==> src/rtl/core/efe_pkg.sv <==
// Shared types, constants and helper functions of the exponential field evaluator.
`default_nettype none
package efe_pkg;

    localparam logic [2:0] REG_AMPLITUDE  = 3'd0;
    localparam logic [2:0] REG_DECAY_RATE = 3'd1;
    localparam logic [2:0] REG_EXP_OFFSET = 3'd2;
    localparam logic [2:0] REG_OFFSET_X   = 3'd3;
    localparam logic [2:0] REG_OFFSET_YZ  = 3'd4;
    localparam logic [2:0] REG_X_BOUNDS   = 3'd5;
    localparam logic [2:0] REG_Y_BOUNDS   = 3'd6;
    localparam logic [2:0] REG_Z_BOUNDS   = 3'd7;

    localparam logic signed [31:0] LOG2E_Q30 = 32'sd1549082005;
    localparam logic [29:0] LN2_Q30 = 30'd744261118;
    localparam logic [30:0] ONE_Q30 = 31'd1073741824;
    localparam logic signed [65:0] E_CLAMP = 66'sd274877906944;
    localparam logic [31:0] RECIP5 = 32'hCCCCCCCD;
    localparam logic [31:0] RECIP3 = 32'hAAAAAAAB;

    typedef struct packed {
        logic [31:0] amplitude;
        logic [31:0] decay_rate;
        logic [31:0] exponent_offset;
        logic [31:0] offset_x_field;
        logic [31:0] offset_yz_field;
        logic [63:0] x_bounds;
        logic [63:0] y_bounds;
        logic [63:0] z_bounds;
    } cfg_t;

    typedef struct packed {
        logic signed [31:0] x;
        logic signed [31:0] y;
        logic signed [31:0] z;
        logic               in_box;
    } item_t;

    function automatic logic [30:0] pow2_frac(input logic [1:0] j);
        logic [30:0] v;
        begin
            case (j)
                2'd0:    v = 31'd1073741824;
                2'd1:    v = 31'd1276901417;
                2'd2:    v = 31'd1518500250;
                default: v = 31'd1805811301;
            endcase
            return v;
        end
    endfunction

    function automatic logic signed [65:0] sx32(input logic [31:0] v);
        return {{34{v[31]}}, v};
    endfunction

    function automatic logic signed [65:0] sx64(input logic [63:0] v);
        return {{2{v[63]}}, v};
    endfunction

    function automatic logic [31:0] sat32(input logic signed [65:0] v);
        logic [31:0] r;
        begin
            if (v > 66'sd2147483647)
                r = 32'h7FFFFFFF;
            else if (v < -66'sd2147483648)
                r = 32'h80000000;
            else
                r = v[31:0];
            return r;
        end
    endfunction

endpackage
`default_nettype wire

==> src/rtl/core/efe_queue.sv <==
// Small queue between the classifying front end and the arithmetic back end.
`default_nettype none
module efe_queue #(
    parameter int DEPTH = 2
) (
    input  wire logic           clk,
    input  wire logic           rst_n,
    input  wire logic           push,
    input  wire efe_pkg::item_t wr_item,
    output      logic           pop,
    output      efe_pkg::item_t rd_item,
    output      logic           full
);
    import efe_pkg::*;

    localparam int PW = (DEPTH > 1) ? $clog2(DEPTH) : 1;
    localparam int CW = $clog2(DEPTH + 1);

    item_t          mem [DEPTH];
    logic [PW-1:0]  wr_ptr_reg;
    logic [PW-1:0]  rd_ptr_reg;
    logic [CW-1:0]  cnt_reg;
    logic [CW-1:0]  cnt_next;

    // The back end never stalls, so anything stored leaves at once.
    assign pop     = (cnt_reg != '0);
    assign full    = (cnt_reg == CW'(DEPTH));
    assign rd_item = mem[rd_ptr_reg];

    always_comb
    begin
        cnt_next = cnt_reg;
        if (push && !pop)
            cnt_next = cnt_reg + 1'b1;
        else if (pop && !push)
            cnt_next = cnt_reg - 1'b1;
    end

    always_ff @(posedge clk or negedge rst_n)
    begin
        if (!rst_n)
        begin
            wr_ptr_reg <= '0;
            rd_ptr_reg <= '0;
            cnt_reg    <= '0;
        end
        else
        begin
            cnt_reg <= cnt_next;
            if (push)
                wr_ptr_reg <= (wr_ptr_reg == PW'(DEPTH - 1)) ? '0 : wr_ptr_reg + 1'b1;
            if (pop)
                rd_ptr_reg <= (rd_ptr_reg == PW'(DEPTH - 1)) ? '0 : rd_ptr_reg + 1'b1;
        end
    end

    always_ff @(posedge clk)
    begin
        if (push)
            mem[wr_ptr_reg] <= wr_item;
    end

`ifndef SYNTH
    a_no_overflow: assert property (@(posedge clk) disable iff (!rst_n)
        !(push && full && !pop))
        else $error("transfer into a full queue");
    a_count_tracks: assert property (@(posedge clk) disable iff (!rst_n)
        (push && !pop) |=> (cnt_reg == $past(cnt_reg) + 1'b1))
        else $error("queue count did not follow a transfer in");
`endif

endmodule
`default_nettype wire

==> config.mk <==
export PLATFORM = sky130hd
export DESIGN_NAME = efe_queue
export DESIGN_NICKNAME = d
export VERILOG_FILES = /design/src/rtl/core/efe_pkg.sv /design/src/rtl/core/efe_queue.sv
export SDC_FILE = /design/constraint.sdc
export NUM_CORES = 1
export LEC_CHECK = 0
export BUFFER_PORTS_ARGS = -buffer_cell sky130_fd_sc_hd__buf_2
export CORE_ASPECT_RATIO = 1.25
export CORE_MARGIN = 5
export CORE_UTILIZATION = 50
export CTS_CLUSTER_SIZE = 40
export DETAILED_ROUTE_END_ITERATION = 12
export PLACE_DENSITY = 0.77
export SLEW_MARGIN = 20
export SYNTH_ARGS = -nofsm -noshare
export SYNTH_HDL_FRONTEND = slang
export SYNTH_SLANG_ARGS = --single-unit
==> constraint.sdc <==
create_clock -name clk -period 5.9 [get_ports clk]
set_input_delay 0.295 -clock clk [delete_from_list [all_inputs] [get_ports clk]]
set_output_delay 0.295 -clock clk [all_outputs]
set_load 0.05 [all_outputs]
# After elaboration in Yosys (flattened, before gate mapping)
# Memory sizes are Yosys's and may differ from the RTL's.
# Cells that the tools add are included.
# Widths: inputs -> output; s select.
classes:
  n_addsub: 4
  eq_ne: 1
  muxes: 6
  n_reduce_logical: 6
ops:
  columns: ["cell", "n"]
  rows:
  - ["$mux 1", 4]
  - ["$mux 2", 2]
  - ["$reduce_bool 2->1", 2]
  - ["$add 1x1->1 const B", 2]
  - ["$add 2x1->2 const B", 1]
  - ["$eq 2x2->1 const B", 1]
  - ["$logic_and 1x1->1", 2]
  - ["$logic_not 1->1", 2]
  - ["$sub 2x1->2 const B", 1]
word_totals:
  reg_bits: 4
  mem_bits_rw: 194
  in_bits: 100
  out_inout_bits: 99
  wordCells: 21
  mem_count: 1
mem_list:
  columns: ["memory", "depth", "width", "rd", "rd_ports_with_merged_regs", "write_ports", "line", "rtl"]
  rows:
  - ["mem", 2, 97, 1, 0, 1, "efe_queue.sv:19", "item_t mem [DEPTH];"]

# Longest topological paths before layout
logic_depth:
  depth_word: 4
  mapped_depth: 5
  ltp_nobuf: 5

# Worst setup path after synthesis
# Ideal clock, no wire load.
synth_timing:
  kind: "register to register"
  start: "register wr_ptr_reg"
  end: "memory mem[0][0] (netlist bit) (enable)"
  setup_time_ps: 565
  arrival_time_ps: 4697
  required_time_ps: 5335
  slack_ps: 638
  path_stages_with_launch: 2
  n_path_buf: 0
  synth_period_minus_slack_ps: 5262
  path_cell_list: "dfrtp_1 > nor2b_1"
synth_rtl:
  columns: ["item", "line", "rtl"]
  rows:
  - ["start, declared", "efe_queue.sv:20", "logic [PW-1:0] wr_ptr_reg;"]
  - ["start signal, assigned", "efe_queue.sv:51", "wr_ptr_reg <= (wr_ptr_reg == PW'(DEPTH - 1)) ? '0 : wr_ptr_reg + 1'b1;"]
  - ["end, declared", "efe_queue.sv:19", null]
# No word-level cell before the write port.

==> results.md <==
* Element type at the critical path start: flop
* Endpoints failing setup at 0
* Period utilization at 0.504
* Post-Syn Nets at 419
* Most instantiated library cell after synthesis: edfxtp_1
* Worst Tran Pin Value at 1.04 ns
* FP Rows at 49
* First-pass GRT wire length at 19,700 µm
* Via Count at 3,594
* Max FFs per register at 194
* Slew HR at 0.305
* Setup slack at placement at 3.33 ns
* Clk pwr share at 0.206
* Sw Ratio at 0.412
* Total power at 5.12 mW
* Origin of the critical flop-to-flop path: wr_ptr_reg
* Endpoint class of the critical path: output port
* Initial antenna violation count at 0
* Core area at 14,300 µm²
* Status: finished clean
* Initial Utilization at 0.506
* Final GP Congestion at 0.682
* Total grt overflow at 0
* Die W at 118 µm
* CTS buffer count at 17
* Final setup TNS at 0 ns
* Die Y at 145 µm
* Pre-Repair DR Iteration Count at 4
* Largest net degree at the start of global routing at 65
* Most used DFF post-synth: edfxtp_1
* Hold Path Class: in -> reg
* Max_cap viols at 0
* Setup CP Type: reg -> out
* Worst-path fanout max at 64
* Htree depth at 4
* Maximum vdd ir drop at 0.416 mV
* Synth top area cells: edfxtp_1 (80%), mux2_2 (12%), mux2_4 (4.1%)
* Clock buffer depth at 2
* Port bufs at 198
* Mapped Avg Cell Area at 22.8 µm²
* Leakage at 3.45 nW
* Num ports at 199
* Post-DP HPWL at 8930 µm
* Post-synth EDFFs at 194
* Clock slew at reported path FFs at 0.07 ns
* Register area share after synthesis at 0.816
* YS warnings at 0
* WP data required at 5.61 ns
* Post-synth top area cell: edfxtp_1
* Worst EP arrival at 2.68 ns
* Final Hold Fails at 0
* Vias per Instance at 5.00
* Reg power frac at 0.388
* DIE AREA at 17,000 µm²
* Comb power frac at 0.405
* Clock sink count at 198
* Synth Cell Area at 7260 µm²
* Post-synth ARST share at 0.0202
* GRT Overall Usage at 0.151
* Antenna cell count at 0
* Start point of the critical path: rd_ptr_reg
* Nets at 629
* Number of synthesized register bits at 198
* Post-Syn Instances at 318
* PnR worst setup slack at 2.92 ns
* Max Fclk at 336 MHz
* Distinct cells, synth at 13
* Cell internal pwr at 3.01 mW
* Post-route DRC violation count at 0
* Area Overhead vs Synth at 23.8%
* Root buffer cell: clkbuf_16
* ANT nets after route at 0
* TritonCTS clock tree: built
* PwrDens at 569 nW/µm²
* Post-synth top area share at 0.802
* Skew final at 0.0106 ns
* Iteration-0 DRC Markers at 174
* RSZ-0062 raised after global routing: no
* Period minus WS final at 2.98 ns
* Layout cells sized above 1 at 0.610
* Top cells by count, synth: edfxtp_1 (194), mux2_2 (77), mux2_4 (20), buf_2 (7)
* Min-delay src: wr_item[56]
* NetSw at 2.11 mW
* Worst skew pair latency at 0.41 ns
* Detailed Route WL at 13,100 µm
* Final Max Tran Viols at 0
* Vias in the first global route at 3,923
* Wire per inst at 18.3 µm
==> cells by family (layout without fill, tap and decap cells) <==
logic type	Yosys count	after routing	synth area share
flops	198	198	0.816
mux	97	97	0.161
buf+inv	12	235	0.0115
xor+xnor	5	5	0.00603
simple gates	5	5	0.00362
fa+ha+maj	1	1	0.00172
==> worst max-delay path, stage by stage, from the launching register on <==
cell and delay (ns):
dfrtp_4 0.75, buf_4 0.80, mux2_2 0.43, buf_2 0.21
==> layout by cell type (no fill, tap or decap), types with 2 or more instances in the layout <==
cell type	n
buf_2	198
buf_4	3
clkbuf_1	2
clkbuf_16	17
clkinv_4	5
dfrtp_1	3
edfxtp_1	194
inv_6	3
inv_8	2
mux2_2	77
mux2_4	20
nor2_1	2
xnor2_1	2
xor2_1	3
==> routing by layer <==
layer | global-route usage | vias to the layer above | wire (µm)
li1 | - | 1683 | -
met3 | 0.0517 | 11 | 932
met4 | 0.0429 | 0 | 140
met5 | 0 | - | 0
met1 | 0.168 | 1765 | 4920
met2 | 0.276 | 135 | 7150
==> stage by stage <==
| step | hold slack [ns] | cell area, µm² | utilization | cells |
|---|---|---|---|---|
| 6_report | 0.0649 | 8990 | 0.627 | 719 |
| 5_1_grt | 0.0396 | 8990 | 0.627 | 719 |
| 4_1_cts | 0.0465 | 8990 | 0.627 | 719 |
| 3_5_place_dp | 0.123 | 8430 | 0.588 | 686 |
| 3_3_place_gp | 0.119 | 8430 | 0.588 | 686 |
| 2_1_floorplan | -0.000591 | 7260 | - | 318 |
==> power groups by stage <==
stage	Clock [mW]	Combinational [mW]	Sequential, mW
after floorplan	0	1.74	1.98
after global placement	0	2.09	2.00
after detailed placement	0	2.10	2.02
after CTS	1.08	2.11	1.99
after global routing	1.14	2.17	2.01
final	1.06	2.08	1.99
==> timing repair <==
action	in CTS	in global routing
hold endpoints to repair	4	0
gates resized for setup	0	0
hold buffers	1	0
buffers inserted	0	0
==> worst paths after layout <==
path | to | slack, ns | depth (start not counted)
setup reg to reg | mem[0][13] | 3.41 | 2
max in group asynchronous | rd_ptr_reg | 5.51 | 2
setup / recovery | rd_item[90] | 2.92 | 3
hold / removal | mem[1][56] | 0.06 | 1
hold reg to reg | cnt_reg[1] | 0.51 | 1
min in group asynchronous | cnt_reg[1] | 0.24 | 2
==> layout make-up <==
class | instances | area [µm²]
clock buffers | 19 | 433
flip-flops and latches | 198 | 5930
clock inverters | 13 | 118
well taps | 178 | 223
inverters | 1 | 3.75
multi-input cells | 108 | 1260
fillers | 1040 | 5360
repair buffers | 202 | 1020
No activity file was read; power rests on OpenSTA's default activity.
