`config.mk`:
```
export PLATFORM = sky130hd
export DESIGN_NAME = efe_front
export DESIGN_NICKNAME = d
export VERILOG_FILES = /design/src/rtl/core/efe_pkg.sv /design/src/rtl/core/efe_front.sv
export SDC_FILE = /design/constraint.sdc
export NUM_CORES = 1
export LEC_CHECK = 0
export BUFFER_PORTS_ARGS = -buffer_cell sky130_fd_sc_hd__clkbuf_2
export CAP_MARGIN = 20
export CORE_AREA = 3 3 213 215
export DETAILED_ROUTE_END_ITERATION = 10
export DIE_AREA = 0 0 216 218
export HOLD_SLACK_MARGIN = 0.1
export PLACE_DENSITY = 0.5
export SLEW_MARGIN = 20
export SYNTH_ARGS = -nofsm -noshare
export SYNTH_HDL_FRONTEND = slang
export SYNTH_SLANG_ARGS = --single-unit
```
`constraint.sdc`:
```
create_clock -name clk -period 0.91 [get_ports clk]
set_input_delay 0.182 -clock clk [delete_from_list [all_inputs] [get_ports clk]]
set_output_delay 0.182 -clock clk [all_outputs]
set_load 0.03 [all_outputs]
```
`src/rtl/core/efe_pkg.sv`:
```
// Shared types, constants and helper functions of the exponential field evaluator.
`default_nettype none
package efe_pkg;

    localparam logic [2:0] REG_AMPLITUDE  = 3'd0;
    localparam logic [2:0] REG_DECAY_RATE = 3'd1;
    localparam logic [2:0] REG_EXP_OFFSET = 3'd2;
    localparam logic [2:0] REG_OFFSET_X   = 3'd3;
    localparam logic [2:0] REG_OFFSET_YZ  = 3'd4;
    localparam logic [2:0] REG_X_BOUNDS   = 3'd5;
    localparam logic [2:0] REG_Y_BOUNDS   = 3'd6;
    localparam logic [2:0] REG_Z_BOUNDS   = 3'd7;

    localparam logic signed [31:0] LOG2E_Q30 = 32'sd1549082005;
    localparam logic [29:0] LN2_Q30 = 30'd744261118;
    localparam logic [30:0] ONE_Q30 = 31'd1073741824;
    localparam logic signed [65:0] E_CLAMP = 66'sd274877906944;
    localparam logic [31:0] RECIP5 = 32'hCCCCCCCD;
    localparam logic [31:0] RECIP3 = 32'hAAAAAAAB;

    typedef struct packed {
        logic [31:0] amplitude;
        logic [31:0] decay_rate;
        logic [31:0] exponent_offset;
        logic [31:0] offset_x_field;
        logic [31:0] offset_yz_field;
        logic [63:0] x_bounds;
        logic [63:0] y_bounds;
        logic [63:0] z_bounds;
    } cfg_t;

    typedef struct packed {
        logic signed [31:0] x;
        logic signed [31:0] y;
        logic signed [31:0] z;
        logic               in_box;
    } item_t;

    function automatic logic [30:0] pow2_frac(input logic [1:0] j);
        logic [30:0] v;
        begin
            case (j)
                2'd0:    v = 31'd1073741824;
                2'd1:    v = 31'd1276901417;
                2'd2:    v = 31'd1518500250;
                default: v = 31'd1805811301;
            endcase
            return v;
        end
    endfunction

    function automatic logic signed [65:0] sx32(input logic [31:0] v);
        return {{34{v[31]}}, v};
    endfunction

    function automatic logic signed [65:0] sx64(input logic [63:0] v);
        return {{2{v[63]}}, v};
    endfunction

    function automatic logic [31:0] sat32(input logic signed [65:0] v);
        logic [31:0] r;
        begin
            if (v > 66'sd2147483647)
                r = 32'h7FFFFFFF;
            else if (v < -66'sd2147483648)
                r = 32'h80000000;
            else
                r = v[31:0];
            return r;
        end
    endfunction

endpackage
`default_nettype wire

```
`src/rtl/core/efe_front.sv`:
```
// Front end: captures a query point and classifies it against the box.
`default_nettype none
module efe_front (
    input  wire logic           clk,
    input  wire logic           rst_n,
    input  wire logic           accept,
    input  wire logic [31:0]    pos_x,
    input  wire logic [31:0]    pos_y,
    input  wire logic [31:0]    pos_z,
    input  wire efe_pkg::cfg_t  cfg,
    output      logic           push,
    output      efe_pkg::item_t item
);
    import efe_pkg::*;

    logic  vld_reg;
    item_t itm_reg;
    logic  in_x;
    logic  in_y;
    logic  in_z;

    always_comb
    begin
        in_x = ($signed(pos_x) >= $signed(cfg.x_bounds[31:0])) &&
               ($signed(pos_x) <= $signed(cfg.x_bounds[63:32]));
        in_y = ($signed(pos_y) >= $signed(cfg.y_bounds[31:0])) &&
               ($signed(pos_y) <= $signed(cfg.y_bounds[63:32]));
        in_z = ($signed(pos_z) >= $signed(cfg.z_bounds[31:0])) &&
               ($signed(pos_z) <= $signed(cfg.z_bounds[63:32]));
    end

    always_ff @(posedge clk or negedge rst_n)
    begin
        if (!rst_n)
            vld_reg <= 1'b0;
        else
            vld_reg <= accept;
    end

    always_ff @(posedge clk)
    begin
        if (accept)
        begin
            itm_reg.x      <= $signed(pos_x);
            itm_reg.y      <= $signed(pos_y);
            itm_reg.z      <= $signed(pos_z);
            itm_reg.in_box <= in_x && in_y && in_z;
        end
    end

    assign push = vld_reg;
    assign item = itm_reg;

endmodule
`default_nettype wire

```
# Word-level counts from Yosys, hierarchy flattened
# Index checks and enable logic that the tools add are counted.
# word_totals
ff_bits	98
inputBits	451
out_inout_bits	98
# classes
magnitude_cmp	6
reduce_logical	5
# ops
cell	count
>= comparator 32 bit	3
<= comparator 32 bit	3
logical AND 1 bit	5

# Logic depth before layout (Yosys ltp)
# depth
depth_word	4
ltp_mapped	10
mapped_depth_nobuf	10

# Least setup slack after synthesis
# No wires, ideal clock.
# synth_path
kind	in2reg
startpoint	input port cfg[161] in the netlist's numbering
endpoint	register itm_reg, in the netlist item[0], data pin
setup_time_ns	0.256
arrival_ns	1.835
setup_slack_ns	-1.180
path_stages	10
n_path_buf	0
path_cell_list	inv_1 > ha_1 > nor2b_1 > o211ai_1 > a2111o_1 > o211ai_1 > a21oi_1 > and4b_1 > or3_1 > and4_1
# synth_between
elab_chain_len	4
# synth_rtl
item	line_no	rtl
start: declaration	efe_front.sv:10	input wire efe_pkg::cfg_t cfg,
<= comparator 32 bit	efe_front.sv:25	($signed(pos_x) <= $signed(cfg.x_bounds[63:32]));
logical AND 1 bit	efe_front.sv:24	in_x = ($signed(pos_x) >= $signed(cfg.x_bounds[31:0])) &&
logical AND 1 bit (2 in a row)	efe_front.sv:47	itm_reg.in_box <= in_x && in_y && in_z;
end: declaration	efe_front.sv:17	item_t itm_reg;
# No other way between the ends.
# A chain may end at the register's enable or synchronous reset.

# Final worst setup path
# layout_path
startpoint	input port cfg[46] in the netlist's numbering
endpoint	register itm_reg, in the netlist item[0], data pin
# layout_between
elab_chain_len	3
# layout_rtl
item	line_no	rtl
<= comparator 32 bit	efe_front.sv:29	($signed(pos_z) <= $signed(cfg.z_bounds[63:32]));
logical AND 1 bit	efe_front.sv:28	in_z = ($signed(pos_z) >= $signed(cfg.z_bounds[31:0])) &&
logical AND 1 bit	efe_front.sv:47	
# No other way between the ends.

==> results.sh <==
export IMPL_vdd_ir_drop_max_mv=0.673
export IMPL_stdcell_area_um2=14000
export IMPL_synth_seq_cells=98
export IMPL_syn_area_um2=7770
export IMPL_grt_pass1_vias=8638
export IMPL_period_share_pct=237
export IMPL_root_buffer="clkbuf_16"
export IMPL_cp_arrival_ns=2.29
export IMPL_diodes=0
export IMPL_synth_nets=1409
export IMPL_grt_pass1_wl_um=49500
export IMPL_ys_warn_count=0
export IMPL_fmax_mhz=464
export IMPL_final_hold_violation_count=0
export IMPL_wl_per_cell_um=16.9
export IMPL_yosysSeqAreaShare_pct=37.8
export IMPL_vias=8085
export IMPL_area_delta_synth_final_pct=80.1
export IMPL_startpoint_type="input pin"
export IMPL_setup_viol=99
export IMPL_first_iter_violations=256
export IMPL_slew_headroom_pct=59.8
export IMPL_min_path_type="input pin to flip-flop"
export IMPL_cts_tree="done"
export IMPL_die_x_um=216
export IMPL_initial_core_util_pct=17.7
export IMPL_layout_nets=2032
export IMPL_drc_errors=0
export IMPL_wl_um=33600
export IMPL_crit_required_ns=1.04
export IMPL_synth_cell_types=40
export IMPL_io_pin_count=549
export IMPL_synth_cells=766
export IMPL_rows=77
export IMPL_timing_max_cap_violations=0
export IMPL_placed_cells=1880
export IMPL_cp_max_fo=3
export IMPL_detail_route_first_pass_iterations=7
export IMPL_worst_pin_slew_ns=0.597
export IMPL_power_leakage_nw=7.28
export IMPL_placed_area_um2=11500
export IMPL_rsz0062_at_grt="yes"
export IMPL_layout_cells_non_filler=1986
export IMPL_numCtsBuffers=9
export IMPL_clock_sinks=98
export IMPL_globalplace_congestion=0.864
export IMPL_final_core_util_pct=31.9
export IMPL_status="complete, but fails checks"
export IMPL_drive_above_1_share_pct=42.5
export IMPL_hpwl_um=28100
export IMPL_clkTransAtPathRegs_ns=0.07
export IMPL_clockBufferDepth=2
export IMPL_port_buffers=388
export IMPL_htree_levels=3
export IMPL_violations="setup timing"
export IMPL_core_area_um2=43900
export IMPL_finalWorstSetupSlack_ns=-1.25
export IMPL_antenna_found_initial=0
export IMPL_finalCriticalPeriod_ns=2.16
export IMPL_crit_type="input pin to flip-flop"
export IMPL_endpoint_kind="flip-flop"
export IMPL_grt_total_usage_pct=14.1
export IMPL_grt_max_degree=40
export IMPL_powerDensity_nw_per_um2=1120
export IMPL_slew_viol_final=0
export IMPL_overflow=0
export IMPL_dieArea_um2=47100
export IMPL_die_height_um=218
export IMPL_via_per_inst=4.07
export IMPL_ant_nets=0
export IMPL_syn_area_per_cell_um2=10.2
[timing repair]
action | CTS | global route
hold endpoints to repair | 79 | 3
setup endpoints to repair | 99 | 99
buffers inserted | 4 | 3
pin swaps | 15 | 23
resized for setup | 227 | 64
cloned | 0 | 0
hold buffers | 80 | 3
[layout by cell type (no fill, tap or decap), drive strengths merged, types with 4 or more instances in the layout]
master and n:
a211oi 8, a21o 36, a21oi 62, buf 170
clkbuf 370, dlygate4sd3 83, edfxtp 97, ha 192
inv 195, mux2i 4, nand2 21, nand3 17
nand4 43, nor2 12, nor2b 6, nor3 9
o211ai 8, o21ai 17
[logic make-up after synthesis]
logic type,Yosys count,share of synthesized area (%)
buffers and inverters,194,9.37
adders and majority gates,192,30.9
AOI/OAI and AO/OA,155,12.8
and+or+nand+nor,122,8.51
DFF,98,37.8
muxes,4,0.515
xor gates and xnor gates,1,0.113
[metrics by stage]
stage	setup slack, ns	hold slack, ns	power [mW]	TNS (ns)
5_1_grt	-1.34	0.117	16.7	-27.39
3_3_place_gp	-1.91	-0.0423	10.2	-3.49
4_1_cts	-1.23	0.102	15.8	-26.48
6_report	-1.25	0.140	15.7	-21.89
3_5_place_dp	-1.91	-0.0372	10.3	-3.50
2_1_floorplan	-1.17	-0.114	7.77	-1.17
[routing by layer]
layer	part of all wire [%]	global-route usage, %	vias to the layer above
met4	2.0	3.90	0
met1	42	16.9	3755
li1	-	-	3996
met5	0	0	-
met3	7.9	5.14	32
met2	48	23.7	302
[registers in the layout (all words and copies together) (netlist names)]
register,cells
item,97
push,1
[Yosys cell counts]
cell type | count | area share (%)
a221oi_1 | 2 | 0.23
and4_1 | 2 | 0.23
a2111o_1 | 3 | 0.43
o41ai_1 | 2 | 0.23
o2111ai_1 | 1 | 0.11
o221ai_1 | 2 | 0.23
a31oi_1 | 1 | 0.081
and4_2 | 1 | 0.13
o21bai_1 | 1 | 0.097
o21ai_0 | 17 | 1.1
or3_1 | 1 | 0.081
nor4_1 | 3 | 0.24
nand2_1 | 21 | 1.0
dfrtp_1 | 1 | 0.32
a2111oi_0 | 1 | 0.11
o31ai_1 | 2 | 0.19
a21oi_1 | 62 | 4.0
nand3_1 | 17 | 1.1
nor2_1 | 12 | 0.58
a21o_1 | 36 | 3.5
edfxtp_1 | 97 | 37
o211a_1 | 1 | 0.13
nand2b_1 | 2 | 0.16
xnor2_1 | 1 | 0.11
a211oi_1 | 8 | 0.77
o21a_1 | 3 | 0.29
ha_1 | 192 | 31
and4b_1 | 1 | 0.13
nor3_1 | 9 | 0.58
inv_1 | 194 | 9.4
a221o_1 | 3 | 0.39
nand4_1 | 43 | 3.5
and3_1 | 1 | 0.081
or4_1 | 1 | 0.097
a21boi_0 | 2 | 0.19
or2_2 | 1 | 0.081
and2_0 | 1 | 0.081
o211ai_1 | 8 | 0.77
nor2b_1 | 6 | 0.48
mux2i_1 | 4 | 0.51
[final cells by class]
class | count | area (µm²)
multi-input combinational | 474 | 4490
timing repair buffer | 612 | 4790
clock buffer | 11 | 233
inverter | 194 | 733
tap | 592 | 741
fill | 4599 | 29900
clock inverter | 5 | 77.6
sequential | 98 | 2940
[report_power, final]
| group | internal [mW] | switching [mW] | total [mW] | leakage (nW) |
|---|---|---|---|---|
| Combinational | 2.91 | 2.84 | 5.75 | 6.17 |
| Clock | 2.41 | 1.97 | 4.39 | 0.152 |
| Sequential | 5.36 | 0.170 | 5.53 | 0.961 |
[worst paths after layout]
path / start / to / slack (ns) / depth (start not counted)
max: cfg[46] / item[0]$_DFFE_PP_ / -1.25 / 14
min: pos_z[16] / item[17]$_DFFE_PP_ / 0.14 / 2
min in group asynchronous: rst_n / push$_DFF_PN0_ / 0.66 / 3
max in group asynchronous: rst_n / push$_DFF_PN0_ / 0.15 / 3
[critical path: stages]
cell       delay (ns)
clkbuf_2         0.08
inv_1            0.05
ha_4             0.27
nand4_1          0.19
buf_4            0.20
buf_4            0.14
a21oi_1          0.24
o41ai_2          0.12
buf_4            0.14
o2111ai_2        0.07
mux2i_1          0.21
buf_4            0.16
nor3_2           0.04
and4_1           0.20
Power figures use the tool's default switching activity.
